===== src/rtl/core/kxc_pkg.sv =====
// ----------------------------------------------------------------------------
// kxc_pkg - shared definitions for the keyed square-index XOR cipher
// Constants, operation and register codes, sequencer states and the key
// byte reshaping function.
// ----------------------------------------------------------------------------
package kxc_pkg;

	localparam int unsigned KEY_DEPTH = 256;
	localparam int unsigned KEY_AW    = $clog2(KEY_DEPTH);
	localparam int unsigned LEN_W     = KEY_AW + 1;
	localparam int unsigned PAGE_W    = 15;
	localparam int unsigned SUM_W     = 32;

	localparam logic [PAGE_W-1:0] PAGE_LEN      = 15'h7fff;
	localparam logic [SUM_W-1:0]  OFFSET_STATIC = 32'd80923;
	localparam logic [SUM_W-1:0]  OFFSET_MAP    = 32'd71214;
	localparam logic [2:0]        SHIFT_BIAS    = 3'd4;

	// operation codes of a request
	localparam logic OP_LOAD = 1'b0;
	localparam logic OP_DATA = 1'b1;

	// configuration register indexes
	localparam logic REG_CIPHER_MODE = 1'b0;
	localparam logic REG_KEY_LENGTH  = 1'b1;

	typedef enum logic [4:0] {
		ST_IDLE  = 5'b00001,
		ST_MUL   = 5'b00010,
		ST_DIV   = 5'b00100,
		ST_READ  = 5'b01000,
		ST_WRITE = 5'b10000
	} state_t;

	// rotate-like reshaping: ((v << s) | (v >> s)) truncated to a byte
	function automatic logic [7:0] reshape(input logic [7:0] v, input logic [KEY_AW-1:0] a);
		logic [2:0]  s;
		logic [15:0] wide;
		logic [7:0]  hi;
		logic [7:0]  lo;
		s    = a[2:0] + SHIFT_BIAS;
		wide = {8'd0, v} << s;
		hi   = wide[7:0];
		lo   = v >> s;
		return hi | lo;
	endfunction

endpackage


===== src/rtl/core/keyed_square_index_xor_cipher.sv =====
// ----------------------------------------------------------------------------
// keyed_square_index_xor_cipher - byte stream XOR decryptor
// Key bytes are loaded into an on-chip key memory, then each data byte is
// XORed with the key byte at (p*p + K) mod key_length (reshaped in map mode), p being the page
// index that follows the stream position.
// ----------------------------------------------------------------------------
// Usage:
//   Input channel (in_valid/in_ready) carries one request per transfer.
//   operation selects a key load (key_address, key_byte) or a data byte
//   decrypt (data_byte). A key load is written to the key memory at the
//   accepting edge and produces no result; the block is ready again at once.
//   A data request produces exactly one plain_byte on the output channel
//   (out_valid/out_ready). A data request occupies the block while it squares
//   the page index, runs the remainder unit over the 32-bit dividend (eight
//   quotient bits per cycle), reads the synchronous key memory and loads the
//   output register. The result becomes valid in the same cycle that the block
//   is ready again, and the next request is accepted even while the result
//   still waits.
//   If the receiver stalls, the result is held in the output register and
//   the sequencer waits in its final state until the register frees up.
//   Reset restarts the stream position (page index 0, first page), sets the
//   static cipher with key length 1; key memory content is undefined until
//   loaded. Configuration writes take effect immediately; the user must make
//   them only while the block is idle, as the block does not enforce it.
// ----------------------------------------------------------------------------
module keyed_square_index_xor_cipher (
	input  logic       clk,
	input  logic       arst_n,
	// configuration write port
	input  logic       cfg_we,
	input  logic       cfg_index,
	input  logic [8:0] cfg_wdata,
	// request channel
	input  logic       in_valid,
	output logic       in_ready,
	input  logic       operation,
	input  logic [7:0] key_address,
	input  logic [7:0] key_byte,
	input  logic [7:0] data_byte,
	// result channel
	output logic       out_valid,
	input  logic       out_ready,
	output logic [7:0] plain_byte
);

	localparam int unsigned AW  = kxc_pkg::KEY_AW;
	localparam int unsigned LW  = kxc_pkg::LEN_W;
	localparam int unsigned PW  = kxc_pkg::PAGE_W;
	localparam int unsigned SW  = kxc_pkg::SUM_W;
	localparam int unsigned BPC = 8;                // dividend bits per cycle
	localparam int unsigned DIV_CYC = SW / BPC;
	localparam int unsigned CW  = $clog2(DIV_CYC);

	// configuration registers
	logic          cipher_mode_q;
	logic [LW-1:0] key_length_q;

	// stream position
	logic [PW-1:0] page_q;
	logic          first_page_q;

	// sequencer and working registers
	kxc_pkg::state_t state_q;
	logic [PW-1:0]   page_s1;
	logic [7:0]      data_s1;
	logic [SW-1:0]   dividend_q;
	logic [AW-1:0]   rem_q;
	logic [CW-1:0]   div_cnt_q;

	// key memory
	logic [7:0] key_mem [kxc_pkg::KEY_DEPTH];
	logic [7:0] key_rdata_q;

	// result register
	logic       out_valid_q;
	logic [7:0] plain_q;

	logic          accept;
	logic          load_we;
	logic          out_free;
	logic [LW-1:0] eff_len;
	logic [2*PW-1:0] square;
	logic [SW-1:0]   sum;
	logic [AW-1:0]   rem_next;
	logic [7:0]      key_sel;

	assign in_ready  = (state_q == kxc_pkg::ST_IDLE);
	assign accept    = in_valid && in_ready;
	assign load_we   = accept && (operation == kxc_pkg::OP_LOAD);
	assign out_free  = !out_valid_q || out_ready;
	assign out_valid = out_valid_q;
	assign plain_byte = plain_q;

	// clamp the key length into 1..KEY_DEPTH
	always_comb begin
		priority if (key_length_q == '0) begin
			eff_len = LW'(1);
		end else if (key_length_q > LW'(kxc_pkg::KEY_DEPTH)) begin
			eff_len = LW'(kxc_pkg::KEY_DEPTH);
		end else begin
			eff_len = key_length_q;
		end
	end

	// square the page index and add the mode offset
	always_comb begin
		square = {{PW{1'b0}}, page_s1} * {{PW{1'b0}}, page_s1};
		sum    = SW'(square) + (cipher_mode_q ? kxc_pkg::OFFSET_MAP : kxc_pkg::OFFSET_STATIC);
	end

	// remainder unit: restoring steps over the next dividend byte
	always_comb begin
		logic [AW+1:0] t;
		logic [AW-1:0] r;
		r = rem_q;
		for (int i = 0; i < BPC; i++) begin
			t = {1'b0, r, dividend_q[SW-1-i]};
			if (t >= {1'b0, eff_len}) begin
				t = t - {1'b0, eff_len};
			end
			r = t[AW-1:0];
		end
		rem_next = r;
	end

	// reshape the key byte in map mode
	assign key_sel = cipher_mode_q ? kxc_pkg::reshape(key_rdata_q, rem_q) : key_rdata_q;

	// key memory: one write port for loads, one registered read port
	always_ff @(posedge clk) begin
		if (load_we) begin
			key_mem[key_address] <= key_byte;
		end
		key_rdata_q <= key_mem[rem_q];
	end

	// configuration
	always_ff @(posedge clk or negedge arst_n) begin
		if (!arst_n) begin
			cipher_mode_q <= 1'b0;
			key_length_q  <= LW'(1);
		end else if (cfg_we) begin
			unique case (cfg_index)
				kxc_pkg::REG_CIPHER_MODE: cipher_mode_q <= cfg_wdata[0];
				kxc_pkg::REG_KEY_LENGTH:  key_length_q  <= cfg_wdata[LW-1:0];
				default: ;
			endcase
		end
	end

	// sequencer, stream position and result register
	always_ff @(posedge clk or negedge arst_n) begin
		if (!arst_n) begin
			state_q      <= kxc_pkg::ST_IDLE;
			page_q       <= '0;
			first_page_q <= 1'b1;
			div_cnt_q    <= '0;
			out_valid_q  <= 1'b0;
		end else begin
			// raise the result when written, drop it once taken
			if ((state_q == kxc_pkg::ST_WRITE) && out_free) begin
				out_valid_q <= 1'b1;
			end else if (out_valid_q && out_ready) begin
				out_valid_q <= 1'b0;
			end
			unique case (state_q)
				kxc_pkg::ST_IDLE: begin
					if (accept && (operation == kxc_pkg::OP_DATA)) begin
						state_q <= kxc_pkg::ST_MUL;
						// advance the page index for the next data byte
						if (first_page_q) begin
							if (page_q >= kxc_pkg::PAGE_LEN) begin
								page_q       <= PW'(1);
								first_page_q <= 1'b0;
							end else begin
								page_q <= page_q + PW'(1);
							end
						end else if (page_q >= kxc_pkg::PAGE_LEN - PW'(1)) begin
							page_q <= '0;
						end else begin
							page_q <= page_q + PW'(1);
						end
					end
				end
				kxc_pkg::ST_MUL: begin
					div_cnt_q <= '0;
					state_q   <= kxc_pkg::ST_DIV;
				end
				kxc_pkg::ST_DIV: begin
					div_cnt_q <= div_cnt_q + CW'(1);
					if (div_cnt_q == CW'(DIV_CYC - 1)) begin
						state_q <= kxc_pkg::ST_READ;
					end
				end
				kxc_pkg::ST_READ: begin
					state_q <= kxc_pkg::ST_WRITE;
				end
				kxc_pkg::ST_WRITE: begin
					// hold until the result register is free
					if (out_free) begin
						state_q <= kxc_pkg::ST_IDLE;
					end
				end
				default: state_q <= kxc_pkg::ST_IDLE;
			endcase
		end
	end

	// payload registers
	always_ff @(posedge clk) begin
		if (accept) begin
			page_s1 <= page_q;
			data_s1 <= data_byte;
		end
		if (state_q == kxc_pkg::ST_MUL) begin
			dividend_q <= sum;
			rem_q      <= '0;
		end else if (state_q == kxc_pkg::ST_DIV) begin
			dividend_q <= dividend_q << BPC;
			rem_q      <= rem_next;
		end
		if ((state_q == kxc_pkg::ST_WRITE) && out_free) begin
			plain_q <= data_s1 ^ key_sel;
		end
	end

endmodule


===== config.mk =====
export PLATFORM = sky130hd
export DESIGN_NAME = keyed_square_index_xor_cipher
export DESIGN_NICKNAME = d
export VERILOG_FILES = /design/src/rtl/core/kxc_pkg.sv /design/src/rtl/core/keyed_square_index_xor_cipher.sv
export SDC_FILE = /design/constraint.sdc
export NUM_CORES = 2
export LEC_CHECK = 0
export ABC_AREA = 0
export BUFFER_PORTS_ARGS = -buffer_cell sky130_fd_sc_hd__buf_2
export CAP_MARGIN = 20
export CORE_AREA = 3 3 477 479
export CTS_CLUSTER_SIZE = 12
export DETAILED_ROUTE_END_ITERATION = 16
export DIE_AREA = 0 0 480 482
export SLEW_MARGIN = 20
export SYNTH_ARGS = -nofsm -noshare
export SYNTH_HDL_FRONTEND = slang
export SYNTH_SLANG_ARGS = --single-unit

===== constraint.sdc =====
create_clock -name clk -period 18.9 [get_ports clk]
set_input_delay 0.945 -clock clk [delete_from_list [all_inputs] [get_ports clk]]
set_output_delay 0.945 -clock clk [all_outputs]
set_load 0.02 [all_outputs]

==> impl_metrics.toml <==
[critical_path]
critPathKind = "register to register"
cp-end-kind = "register"
crit_required_ns = 19.66
crit_arrival_ns = 18.14
cp_max_fo = 13
cpMostUsedCell = "ha_1"
cpMaxStageDelayCell = "a2111oi_4"
slowest_delay_ns = 0.67
startpoint_type = "register"

[timing]
fin_crit_sh_pct = 92.0
fin_tns_setup_ns = 0
fin_ws_ns = 1.51
tightestPinTransition_ns = 1.10
finalMaxSlewViolations = 0
fin_skew_ns = 0.0971
max_freq_mhz = 57.5
finalWorstPathRequiredPeriod_ns = 17.39
hold_viol = 0
finalSetupViolations = 0
maxSlewHeadroom_pct = 26.7
rsz0062_at_grt = "no"

[placement]
pre_cts_slack_ns = 1.34
dp.cells = 7718
place_congestion = 0.816
dp_hpwl_um = 136000
numPortBuffers = 49

[synth]
syn_avg_cell_area_um2 = 19.4
synth_area_leaders = "edfxtp_1, mux4_2, fa_1"
syn_inst = 4831
synth-seq-cells = 2161
yosys.area.top_type = "edfxtp_1"
yosysWarnings = 0
yosysUniqueCellTypes = 66
synth_nets = 5201
synth_top_area_share_pct = 67.7
seq_area_frac_synth_pct = 69.0
async_flop_share_pct = 1.57
synth_edf_count = 2111
netlist_area_um2 = 93600
synth-main-ff-cell = "edfxtp_1"

[route]
drt-total-wl_um = 218000
postRouteAntennaNets = 0
via_per_inst = 5.64
first_iter_violations = 4064
dr_total_vias = 45600
post_drt_wl_per_cell_um = 26.9
first_pass_iters = 7
drc = 0

[outcome]
run_status = "complete, no violations"

[clock_tree]
postCtsSetupBuffers = 0
ctsHoldBuffers = 0
clkTransAtPathRegs_ns = 0.07
clock-sinks = 2161
numCtsBuffers = 219
htreeDepth = 4
clk_path_buf_depth = 3
cts-resized-gates = 0
root_buffer = "clkbuf_16"
clkLatencyLatePin_ns = 0.88
cts_tree = "built"

[min_path]
hold_path_class = "input pin to asynchronous set/reset pin"

[cells_and_area]
final_nets = 5318
drive_gt1_share_pct = 22.3
final_common_cell = "edfxtp_1"
final_cell_mix = "edfxtp_1, mux4_2, nor2_1, inv_1, clkbuf_16"
fin_util_pct = 46.5
fin_cells = 8090
area_growth_pct = 11.2
nFillCells = 18600

[global_routing]
track_usage_pct = 19.0
grt_pass1_wl_um = 325000
grt_max_degree = 148
antenna_found_initial = 17
grt_overflow_total = 0
grt_pass1_vias = 46900

[floorplanning]
fp.dieH_um = 482
fp-row-count = 174
initial_core_util_pct = 41.8
io_pins = 50
die-area_um2 = 231000
core-area_um2 = 224000
die_width_um = 480

[run]
cap_violations = 0
[cells by family (layout without fill, tap and decap cells)]
kind of cell             count (synthesis)  after routing  share of synthesized area (%)
XOR/XNOR                                90             90                          0.842
multiplexers                           736            736                           17.0
flip-flops                            2161           2161                           69.0
other                                    0              3                              0
adder cells (fa/ha/maj)                330            330                           5.61
AO/OA/AOI/OAI                          307            307                           2.11
buffers and inverters                  470            734                           1.97
AND/OR/NAND/NOR                        737            737                           3.43
[flip-flops by register name, summed over array words and instances (netlist names)]
name	flops
first_page_q	1
page_q	15
state_q	5
data_s1	8
key_mem	2048
dividend_q	32
key_rdata_q	8
plain_byte	8
rem_q	8
out_valid	1
div_cnt_q	2
key_length_q	9
cipher_mode_q	1
page_s1	15
[critical path, delay by kind of cell, from the launching register on]
kind            cells  cell delay, ns
compound gates     29            8.76
fa+ha+maj           8            2.86
simple gates       14            2.74
mux                 4            1.54
buf+inv             4            1.04
flops               1            0.39
[through the flow]
stage	cell area, µm²	hold slack (ns)
after CTS	104000	0.222
after floorplan	93600	0.454
after global placement	97300	0.468
final	104000	0.256
after global routing	104000	0.242
after detailed placement	97400	0.476
[per-layer routing]
metal  wire length [µm]  vias to the layer above  GRT usage (%)
met5                 63                        -              0
met1              95600                    24400           27.9
met4               4590                       10           4.45
met3              13400                      309           3.07
li1                   -                    19500              -
met2             104000                     1421           30.1
[area by class of cell]
type                       count  area [µm²]  share of cell area (%)
clock buffer                 287        5760                    5.53
inverter                     248         931                   0.895
multi-input combinational   2200       27200                    26.2
timing repair buffer         118         967                   0.929
tap                         2992        3740                    3.60
sequential                  2161       64600                    62.1
clock inverter                81         857                   0.824
antenna                        3        7.51                 0.00721
[Yosys cell counts, types with 35 or more instances]
| master | count |
|---|---|
| a21oi_1 | 86 |
| mux2_2 | 35 |
| xor2_1 | 39 |
| o21ai_0 | 80 |
| nor2_1 | 360 |
| fa_1 | 149 |
| xnor2_1 | 51 |
| ha_1 | 181 |
| clkbuf_1 | 139 |
| inv_1 | 246 |
| edfxtp_1 | 2111 |
| buf_2 | 54 |
| and2_1 | 49 |
| mux4_2 | 682 |
| nand2_1 | 182 |
[final timing paths]
check | from | to | slack (ns) | depth (start not counted)
worst max-delay path | key_length_q[8] | rem_q[0] | 1.51 | 59
worst min-delay path | arst_n | page_q[3] | 0.26 | 1
worst max register to register | key_length_q[8] | rem_q[0] | 1.51 | 59
worst min register to register | first_page_q | first_page_q | 0.48 | 1
max in group asynchronous | arst_n | key_length_q[4] | 18.00 | 1
min in group clk | data_byte[5] | data_s1[5] | 0.30 | 1
Power is not shown: default switching activity piles up to over one toggle a cycle in this logic, so the estimate is an artifact.
